[src/e2d_pkg.sv]
// ----------------------------------------------------------------------------
// e2d_pkg
// Shared types, constants and calendar tables for the seconds-to-date
// converter.
// ----------------------------------------------------------------------------
package e2d_pkg;

    // Width of the seconds count that is converted
    localparam int SECONDS_WIDTH = 32;
    // Working width of the seconds remainder; must hold a leap year of seconds
    localparam int CALC_W        = (SECONDS_WIDTH > 25) ? SECONDS_WIDTH : 25;

    localparam int EPOCH_W = 12;
    localparam int YEAR_W  = 13;
    localparam int MONTH_W = 4;
    localparam int DAY_W   = 5;
    localparam int YMOD_W  = 12;

    localparam logic [CALC_W-1:0]  SECS_PER_DAY     = CALC_W'(86400);
    localparam logic [CALC_W-1:0]  SECS_COMMON_YEAR = CALC_W'(31536000);
    localparam logic [CALC_W-1:0]  SECS_LEAP_YEAR   = CALC_W'(31622400);
    localparam logic [YMOD_W-1:0]  QUAD_CENTURY     = YMOD_W'(400);
    localparam logic [YMOD_W-1:0]  QUAD_CENT_LAST   = YMOD_W'(399);
    localparam logic [YMOD_W-1:0]  CENTURY_1        = YMOD_W'(100);
    localparam logic [YMOD_W-1:0]  CENTURY_2        = YMOD_W'(200);
    localparam logic [YMOD_W-1:0]  CENTURY_3        = YMOD_W'(300);
    localparam logic [EPOCH_W-1:0] EPOCH_RESET      = EPOCH_W'(1970);

    localparam logic [MONTH_W-1:0] MONTH_JAN = MONTH_W'(1);
    localparam logic [MONTH_W-1:0] MONTH_DEC = MONTH_W'(12);
    localparam logic [DAY_W-1:0]   DAY_FIRST = DAY_W'(1);

    // Configuration register indexes
    localparam logic REG_EPOCH_YEAR = 1'b0;

    typedef enum logic [2:0] {
        ST_IDLE,
        ST_MOD,
        ST_YEAR,
        ST_MONTH,
        ST_DAY,
        ST_DONE
    } t_state;

    // Controller to datapath commands
    typedef struct packed {
        logic load;
        logic mod_step;
        logic year_step;
        logic month_step;
        logic day_step;
    } t_cmd;

    // Datapath to controller status
    typedef struct packed {
        logic ymod_ge;
        logic year_ge;
        logic month_ge;
        logic day_ge;
    } t_sts;

    // Seconds in a month; February depends on the leap flag
    function automatic logic [CALC_W-1:0] month_secs(input logic [MONTH_W-1:0] month,
                                                     input logic leap);
        logic [CALC_W-1:0] secs;
        case (month)
            4'd2:    secs = leap ? CALC_W'(29 * 86400) : CALC_W'(28 * 86400);
            4'd4,
            4'd6,
            4'd9,
            4'd11:   secs = CALC_W'(30 * 86400);
            default: secs = CALC_W'(31 * 86400);
        endcase
        return secs;
    endfunction

endpackage

[src/epoch_seconds_to_date.sv]
// One conversion at a time, set by the single-step subtract loop in the datapath: a
// new start is accepted only while not busy. busy stays high until the result is out.
// The result is held on the ports for the one o_done cycle; the receiver cannot stall.
// Reset (synchronous, active low) returns the sequencer to idle and epoch_year to 1970.
// ----------------------------------------------------------------------------
// epoch_seconds_to_date
// Converts seconds since January 1 of a configured epoch year into a
// Gregorian year, month and day; holds the APB configuration register.
// ----------------------------------------------------------------------------
module epoch_seconds_to_date (
    input  logic                            i_clk,
    input  logic                            i_rst_n,
    // command channel
    input  logic                            start,
    output logic                            busy,
    input  logic [31:0]                     i_elapsed_seconds,
    // result channel
    output logic                            o_done,
    output logic [e2d_pkg::YEAR_W-1:0]      o_date_year,
    output logic [e2d_pkg::MONTH_W-1:0]     o_date_month,
    output logic [e2d_pkg::DAY_W-1:0]       o_date_day,
    // configuration port
    input  logic                            psel,
    input  logic                            penable,
    input  logic                            pwrite,
    input  logic [2:0]                      paddr,
    input  logic [31:0]                     pwdata,
    output logic [31:0]                     prdata,
    output logic                            pready
);
    import e2d_pkg::*;

    logic [EPOCH_W-1:0] r_epoch_year;
    t_cmd               cmd;
    t_sts               sts;
    logic               accept;
    logic               wr_en;

    assign pready = 1'b1;
    assign wr_en  = psel && penable && pwrite && pready;
    assign accept = start && !busy;

    // Hold the epoch year register
    always_ff @(posedge i_clk) begin
        if (!i_rst_n) begin
            r_epoch_year <= EPOCH_RESET;
        end else if (wr_en && paddr[2] == REG_EPOCH_YEAR) begin
            r_epoch_year <= pwdata[EPOCH_W-1:0];
        end
    end

    // Read back the register
    assign prdata = (paddr[2] == REG_EPOCH_YEAR) ? 32'(r_epoch_year) : '0;

    e2d_ctrl u_ctrl (
        .i_clk   (i_clk),
        .i_rst_n (i_rst_n),
        .i_start (accept),
        .i_sts   (sts),
        .o_cmd   (cmd),
        .o_busy  (busy),
        .o_done  (o_done)
    );

    e2d_dp u_dp (
        .i_clk             (i_clk),
        .i_cmd             (cmd),
        .i_elapsed_seconds (i_elapsed_seconds),
        .i_epoch_year      (r_epoch_year),
        .o_sts             (sts),
        .o_date_year       (o_date_year),
        .o_date_month      (o_date_month),
        .o_date_day        (o_date_day)
    );

endmodule

[src/e2d_ctrl.sv]
// ----------------------------------------------------------------------------
// e2d_ctrl
// Sequencer: reduces the epoch year modulo 400, then strips whole years,
// whole months and whole days from the seconds remainder, one per cycle.
// ----------------------------------------------------------------------------
module e2d_ctrl (
    input  logic          i_clk,
    input  logic          i_rst_n,
    input  logic          i_start,
    input  e2d_pkg::t_sts i_sts,
    output e2d_pkg::t_cmd o_cmd,
    output logic          o_busy,
    output logic          o_done
);
    import e2d_pkg::*;

    t_state r_state;
    t_state n_state;

    // Hold state
    always_ff @(posedge i_clk) begin
        if (!i_rst_n) begin
            r_state <= ST_IDLE;
        end else begin
            r_state <= n_state;
        end
    end

    // Advance sequence and issue commands
    always_comb begin
        n_state = r_state;
        o_cmd   = '0;
        case (r_state)
            ST_IDLE: begin
                if (i_start) begin
                    o_cmd.load = 1'b1;
                    n_state    = ST_MOD;
                end
            end
            ST_MOD: begin
                if (i_sts.ymod_ge) begin
                    o_cmd.mod_step = 1'b1;
                end else begin
                    n_state = ST_YEAR;
                end
            end
            ST_YEAR: begin
                if (i_sts.year_ge) begin
                    o_cmd.year_step = 1'b1;
                end else begin
                    n_state = ST_MONTH;
                end
            end
            ST_MONTH: begin
                if (i_sts.month_ge) begin
                    o_cmd.month_step = 1'b1;
                end else begin
                    n_state = ST_DAY;
                end
            end
            ST_DAY: begin
                if (i_sts.day_ge) begin
                    o_cmd.day_step = 1'b1;
                end else begin
                    n_state = ST_DONE;
                end
            end
            ST_DONE: begin
                n_state = ST_IDLE;
            end
            default: begin
                n_state = ST_IDLE;
            end
        endcase
    end

    assign o_busy = (r_state != ST_IDLE);
    assign o_done = (r_state == ST_DONE);

endmodule

[src/e2d_dp.sv]
// ----------------------------------------------------------------------------
// e2d_dp
// Datapath: seconds remainder, year with its position in the 400-year
// cycle, month and day counters.
// ----------------------------------------------------------------------------
module e2d_dp (
    input  logic                             i_clk,
    input  e2d_pkg::t_cmd                    i_cmd,
    input  logic [31:0]                      i_elapsed_seconds,
    input  logic [e2d_pkg::EPOCH_W-1:0]      i_epoch_year,
    output e2d_pkg::t_sts                    o_sts,
    output logic [e2d_pkg::YEAR_W-1:0]       o_date_year,
    output logic [e2d_pkg::MONTH_W-1:0]      o_date_month,
    output logic [e2d_pkg::DAY_W-1:0]        o_date_day
);
    import e2d_pkg::*;

    logic [CALC_W-1:0]  r_secs;
    logic [YEAR_W-1:0]  r_year;
    logic [YMOD_W-1:0]  r_ymod;
    logic [MONTH_W-1:0] r_month;
    logic [DAY_W-1:0]   r_day;

    logic               leap;
    logic [CALC_W-1:0]  ylen;
    logic [CALC_W-1:0]  mlen;
    logic [YMOD_W-1:0]  ymod_inc;

    // Leap rule on the year's position in the 400-year cycle
    assign leap = (r_ymod[1:0] == 2'b00 && r_ymod != CENTURY_1 && r_ymod != CENTURY_2 &&
                   r_ymod != CENTURY_3);
    assign ylen = leap ? SECS_LEAP_YEAR : SECS_COMMON_YEAR;
    assign mlen = month_secs(r_month, leap);
    assign ymod_inc = (r_ymod == QUAD_CENT_LAST) ? '0 : r_ymod + YMOD_W'(1);

    assign o_sts.ymod_ge  = (r_ymod >= QUAD_CENTURY);
    assign o_sts.year_ge  = (r_secs >= ylen);
    assign o_sts.month_ge = (r_secs >= mlen);
    assign o_sts.day_ge   = (r_secs >= SECS_PER_DAY);

    // Load the word, reduce the year position modulo 400, then strip years, months and days
    always_ff @(posedge i_clk) begin
        if (i_cmd.load) begin
            r_secs  <= CALC_W'(SECONDS_WIDTH'(i_elapsed_seconds));
            r_year  <= YEAR_W'(i_epoch_year);
            r_ymod  <= YMOD_W'(i_epoch_year);
            r_month <= MONTH_JAN;
            r_day   <= DAY_FIRST;
        end else if (i_cmd.mod_step) begin
            r_ymod <= r_ymod - QUAD_CENTURY;
        end else if (i_cmd.year_step) begin
            r_secs <= r_secs - ylen;
            r_year <= r_year + YEAR_W'(1);
            r_ymod <= ymod_inc;
        end else if (i_cmd.month_step) begin
            r_secs <= r_secs - mlen;
            if (r_month == MONTH_DEC) begin
                r_month <= MONTH_JAN;
                r_year  <= r_year + YEAR_W'(1);
                r_ymod  <= ymod_inc;
            end else begin
                r_month <= r_month + MONTH_W'(1);
            end
        end else if (i_cmd.day_step) begin
            r_secs <= r_secs - SECS_PER_DAY;
            r_day  <= r_day + DAY_W'(1);
        end
    end

    assign o_date_year  = r_year;
    assign o_date_month = r_month;
    assign o_date_day   = r_day;

endmodule
[config.mk]
export PLATFORM = sky130hd
export DESIGN_NAME = epoch_seconds_to_date
export DESIGN_NICKNAME = d
export VERILOG_FILES = /design/src/e2d_pkg.sv /design/src/epoch_seconds_to_date.sv /design/src/e2d_ctrl.sv /design/src/e2d_dp.sv
export SDC_FILE = /design/constraint.sdc
export NUM_CORES = 1
export LEC_CHECK = 0
export ABC_AREA = 1
export BUFFER_PORTS_ARGS = -buffer_cell sky130_fd_sc_hd__buf_2
export CORE_MARGIN = 2
export CORE_UTILIZATION = 59
export DETAILED_ROUTE_END_ITERATION = 16
export PLACE_DENSITY = 0.92
export SLEW_MARGIN = 20
export SYNTH_ARGS = -nofsm -noshare
export SYNTH_HDL_FRONTEND = slang
export SYNTH_SLANG_ARGS = --single-unit
[constraint.sdc]
create_clock -name i_clk -period 4.7 [get_ports i_clk]
set_clock_uncertainty 0.05 [all_clocks]
set_input_delay 0.94 -clock i_clk [delete_from_list [all_inputs] [get_ports i_clk]]
set_output_delay 0.94 -clock i_clk [all_outputs]
set_load 0.02 [all_outputs]
**Word level (Yosys, flattened, before mapping)**

Cells that the tools add are included.

- Bits of input ports: 73
- Register bits: 81
- Output and inout port bits: 57

- Reductions and logical operators: 26
- $add $sub $neg: 8
- Muxes and demuxes: 37
- Bitwise gates (word level): 4
- Equal/unequal tests: 21
- Magnitude comparators: 4

Operators with widths:

| cell | count |
|---|---|
| $mux 32 | 5 |
| $mux 12 | 9 |
| $ge 32x32->1 | 2 |
| $pmux 32 s2 | 1 |
| $sub 32x32->32 | 2 |
| $mux 13 | 3 |
| $mux 18 | 2 |
| $ge 32x17->1 const B | 1 |
| $sub 32x17->32 const B | 1 |
| $mux 3 | 5 |
| $pmux 3 s5 | 1 |
| $add 13x1->13 const B | 1 |
| $add 12x1->12 const B | 1 |
| $eq 12x9->1 const B | 1 |
| $eq 4x4->1 const B | 3 |
| $ge 12x9->1 const B | 1 |
| $ne 12x7->1 const B | 1 |
| $ne 12x8->1 const B | 1 |
| $ne 12x9->1 const B | 1 |
| $reduce_bool 4->1 | 3 |
| $sub 12x9->12 const B | 1 |
| $mux 1 | 10 |
| $ne 2x2->1 const B | 5 |
| $reduce_and 3->1 | 3 |
| 20 further kinds | 36 |

**Longest topological paths before layout**

- Depth after elaboration: 13
- Depth in mapped cells: 28
- Depth with buffers taken out: 27

**Hierarchy**

Synthesis repeated with hierarchy kept, for this count alone.

- Cells, all modules: 1195
- Area total of the unflattened synthesis: 7702.4 um2

Modules (own cells, without submodules):

| module | cells each | instances | area each (um2) |
|---|---|---|---|
| e2d_dp | 1027 | 1 | 6688.9 |
| epoch_seconds_to_date | 118 | 1 | 750.7 |
| e2d_ctrl | 50 | 1 | 262.8 |

**Least setup slack after synthesis**

No wires, ideal clock.

- Path type: register to register
- From: register u_dp.r_ymod[4]
- To: register u_dp.r_secs[10], enable pin
- Cell stages (with the launch flop): 22
- Required time: 4268 ps
- Arrival time: 3493 ps
- Clock period less this slack: 3925 ps
- Path slack: 775 ps
- Cells stage by stage: edfxtp_1 -> inv_1 -> ha_1 -> inv_1 -> o311ai_0 -> nand3_1 -> nand2_1 -> nor2_1 -> nor2_1 -> inv_1 -> ha_1 -> nand2_1 -> nor2_2 -> nand3_1 -> nand3_1 -> nand2_1 -> nand3_2 -> nand2_4 -> inv_4 -> buf_12 -> nor2_4 -> nand2_1

- Word-level cells in the longest chain between the ends: 11

RTL lines:

| element | line | source |
|---|---|---|
| start: declaration | e2d_dp.sv:20 | `logic [YMOD_W-1:0] r_ymod;` |
| start signal: assignment | e2d_dp.sv:46 | `r_ymod <= YMOD_W'(i_epoch_year);` |
| start signal: assignment | e2d_dp.sv:50 | `r_ymod <= r_ymod - QUAD_CENTURY;` |
| start signal: assignment | e2d_dp.sv:54 | `r_ymod <= ymod_inc;` |
| $ne 12x7->1 | e2d_dp.sv:30 | `assign leap = (r_ymod[1:0] == 2'b00 && r_ymod != CENTURY_1 && r_ymod != CENTURY_2 &&` |
| $logic_and 1x1->1 (3 in series) | e2d_dp.sv:30 |  |
| $mux 18 | e2d_pkg.sv:67 | `4'd2: secs = leap ? CALC_W'(29 * 86400) : CALC_W'(28 * 86400);` |
| $pmux 32 s2 | e2d_pkg.sv:66 | `case (month)` |
| $ge 32x32->1 | e2d_dp.sv:38 | `assign o_sts.month_ge = (r_secs >= mlen);` |
| $mux 1 | e2d_ctrl.sv:55 | `if (i_sts.month_ge) begin` |
| $mux 1 | e2d_ctrl.sv:33 | `case (r_state)` |
| $reduce_bool 4->1 (no line) | - |  |
| $reduce_and 2->1 (no line) (*) | - |  |
| end signal: assignment | e2d_dp.sv:44 | `r_secs <= CALC_W'(SECONDS_WIDTH'(i_elapsed_seconds));` |
| end signal: assignment | e2d_dp.sv:52 | `r_secs <= r_secs - ylen;` |
| end signal: assignment | e2d_dp.sv:56 | `r_secs <= r_secs - mlen;` |
| end: declaration | e2d_dp.sv:18 | `logic [CALC_W-1:0] r_secs;` |

Mark *: on every way between the ends. The rest lies on a longest branch, timed or not.
A chain may end at the register's enable or synchronous reset.

**Worst setup path after layout**

- From: register u_dp.r_ymod[4]
- To: register u_dp.r_secs[18] (data pin)

- Word-level cells in the longest chain between the ends: 13

RTL lines:

| element | line | source |
|---|---|---|
| $ne 12x7->1 | e2d_dp.sv:30 |  |
| $logic_and 1x1->1 (2 in series) | e2d_dp.sv:30 |  |
| $logic_and 1x1->1 (*) | e2d_dp.sv:30 |  |
| $mux 18 | e2d_pkg.sv:67 |  |
| $pmux 32 s2 | e2d_pkg.sv:66 |  |
| $ge 32x32->1 | e2d_dp.sv:38 |  |
| $mux 1 | e2d_ctrl.sv:55 |  |
| $mux 1 | e2d_ctrl.sv:33 |  |
| $mux 32 | e2d_dp.sv:55 | `end else if (i_cmd.month_step) begin` |
| $mux 32 (*) | e2d_dp.sv:51 | `end else if (i_cmd.year_step) begin` |
| $mux 32 (*) | e2d_dp.sv:49 | `end else if (i_cmd.mod_step) begin` |
| $mux 32 (*) | e2d_dp.sv:43 | `if (i_cmd.load) begin` |

Mark *: on every way between the ends. The rest lies on a longest branch, timed or not. The select of a mux whose other input is x is not followed.

==> results.ini <==
[floorplan]
coreArea_sq_um = 13240
initial_utilization_pct = 60.61
die_area_sq_um = 14550
rows = 42
die_w_um = 120.6
die_y_um = 120.6
io_pins = 130

[setup_path]
r2r-start = u_dp.r_ymod[4]
cp.arrival_ns = 4.52
crit_path_start_kind = register
r2r_setup_slack_ns = 0.23
r2r_cells = 21
crit_fanout = 16
path_class = register to register
required_ns = 4.74
r2r-end = u_dp.r_secs[18]
endpoint_kind = register

[logic_synthesis]
seq_area_frac_synth_pct = 27.19
yosys_warnings = 0
synth_xor_area_share_pct = 6.002
synthSimpleGateAreaFrac_pct = 38.58
synth_edf_count = 56
synth_top_area_cell = edfxtp_1
synth_area_sq_um = 8026
synth_cell_types = 51
synthMuxAreaShare_pct = 0
synth_fa_ha_area_share_pct = 5.705
synthesis.instances = 1261
synth_top_family_by_area = simple AND/OR/NAND/NOR gates
yosys-top-cells-area = edfxtp_1 (21%), nand2_1 (18%), nor2_1 (7.5%)
netlist.area_leader.share_pct = 20.95
synth_ff_type = edfxtp_1
synth.avg_cell_area_sq_um = 6.365
yosys_register_bits = 81
synthArstFlopShare_pct = 0
synth-compound-area-share_pct = 10.05

[min_path]
holdPathStages = 2
worstHoldEndpoint = r_epoch_year[6]
hold_path.class = register to register
min_from = r_epoch_year[6]

[finish]
fillers = 1172
final_cell_mix = nand2_1 (377), nor2_1 (159), inv_1 (152)
syn_to_final_growth_pct = 10.01
final_core_util_pct = 66.68
layout.nets = 1446
final_area_sq_um = 8830
drive_gt1_share_pct = 11.62
final_cells = 1518
mostFrequentLayoutCell = nand2_1
diodes = 0

[grt]
grt_pass1_wl_um = 39880
grt_pass1_vias = 8265
grt_antenna_before_repair = 0
grt_overflow = 0
grt_start_max_net_pins = 49
grt_use_total_pct = 34.65

[sta]
holdWs_ns = 0.4340
period_needed_ns = 4.473
finalSetupTns_ns = 0
hold_violations = 0
setup_viol_count_final = 0
max_freq_mhz = 223.6
grt_setup_unrepaired = false
min_period_over_period_pct = 95.16
worstMarginPinSlew_ns = 0.7146
finalMaxSlewViolations = 0
final.setup.worst_slack_ns = 0.2274
maxSlewHeadroom_pct = 52.25

[power_and_ir_drop]
powerDensity_nw_per_um2 = 708.4
leakage_nw = 4.326
worst_ir_drop_vdd_mv = 0.3810
total_power_mw = 6.255

[placement]
dpl.hpwl_um = 19030
dp_cells = 1502
io_buffers = 86
pre_cts_slack_ns = 0.2705
dpl_cell_area_sq_um = 8496
place_congestion = 1.103

[route]
drtAntennaViolNets = 0
first_iter_violations = 945
drc_errors = 0
wire_per_inst_um = 16.31
dr.pass1.iters = 6
drt_wl_total_um = 24760
vias_per_cell = 5.807
vias = 8815

[clock_network]
cts-root-buf = clkbuf_16
clkTransAtPathRegs_ns = 0.07
htreeDepth = 3
clockBufferDepth = 2
clock_latency_ns = 0.35
postCtsHoldBufs = 0
numClockSinks = 81
numCtsBuffers = 9
tritoncts = yes

[run]
max_cap_violations = 0

[status]
run_status = completed

what timing repair did:
item	4_1_cts	5_1_grt
gates resized for setup	0	3
setup buffers	0	0
endpoints found under the setup margin	0	54
registers in the layout (all words and copies together), names as in the netlist:
signal / cells
u_dp.r_secs: 32
u_dp.o_date_year: 13
r_epoch_year: 12
u_dp.r_ymod: 12
u_dp.o_date_day: 5
u_dp.o_date_month: 4
u_ctrl.r_state: 3
logic make-up (layout without fill, tap and decap cells):
| group | count (synthesis) | after routing |
|---|---|---|
| AO/OA/AOI/OAI | 138 | 138 |
| XOR/XNOR | 55 | 55 |
| adder cells (fa/ha/maj) | 36 | 36 |
| buffers and inverters | 219 | 281 |
| flip-flops | 81 | 81 |
| other | 2 | 21 |
| AND/OR/NAND/NOR | 730 | 730 |
worst max path at each step:
stage	slack [ns]	end	start
floorplan	0.77	u_dp.r_secs[10]	u_dp.r_ymod[4]
global placement	0.41	u_dp.r_secs[30]	u_dp.r_ymod[4]
detailed placement	0.27	u_dp.r_secs[30]	u_dp.r_ymod[4]
CTS	0.20	u_dp.r_secs[18]	u_dp.r_ymod[4]
global route	0.02	u_dp.r_secs[31]	u_dp.r_ymod[4]
finish	0.23	u_dp.r_secs[18]	u_dp.r_ymod[4]
layer usage:
metal,routed length (um),track usage (%),vias to the layer above
met5,0,0,-
met4,1222,16.35,0
met3,2818,5.047,110
met2,10990,56.43,606
met1,9726,45.28,3906
li1,-,-,4193
power breakdown:
group	leakage, nW	internal [mW]	switching, mW
sequential	0.739	1.19	0.435
combinational	3.42	1.24	2.61
clock	0.162	0.456	0.327
layout make-up:
class | count | area (sq um) | share of cell area, %
Clock buffer | 10 | 250.2 | 2.834
Multi-Input combinational cell | 980 | 4932 | 55.86
Inverter | 167 | 633.1 | 7.170
Tap cell | 176 | 220.2 | 2.494
Clock inverter | 6 | 78.83 | 0.8927
Sequential cell | 81 | 2182 | 24.71
Timing Repair Buffer | 98 | 533.0 | 6.037
critical path: stages (launching register included):
cell and delay, ns:
edfxtp_1 0.48, inv_1 0.23, ha_1 0.20, inv_1 0.05, o311ai_0 0.36, nand3_1 0.19, nand2_2 0.23, inv_1 0.16
ha_1 0.39, nand2_1 0.09, nand2_1 0.10, a21oi_1 0.22, nand2_1 0.19, nand2_1 0.10, nand3_1 0.10, nand2_2 0.18
buf_4 0.30, inv_4 0.17, nand2_1 0.10, nand3_1 0.14, nand2_1 0.11, nand2_1 0.06
cell usage after synthesis, types with 6 or more instances:
cell	instances
buf_2	7
edfxtp_1	56
nand4_1	21
buf_6	6
a21oi_1	44
clkbuf_1	13
nor3_1	31
nor2_1	160
nor2_2	6
buf_4	23
ha_1	35
o21bai_1	7
inv_2	12
xnor2_1	12
dfxtp_1	25
nand3_1	108
nand2_1	378
xor2_1	43
inv_1	152
o211ai_1	13
o21ai_0	49
Note: power is estimated with default switching activity, not from simulation.
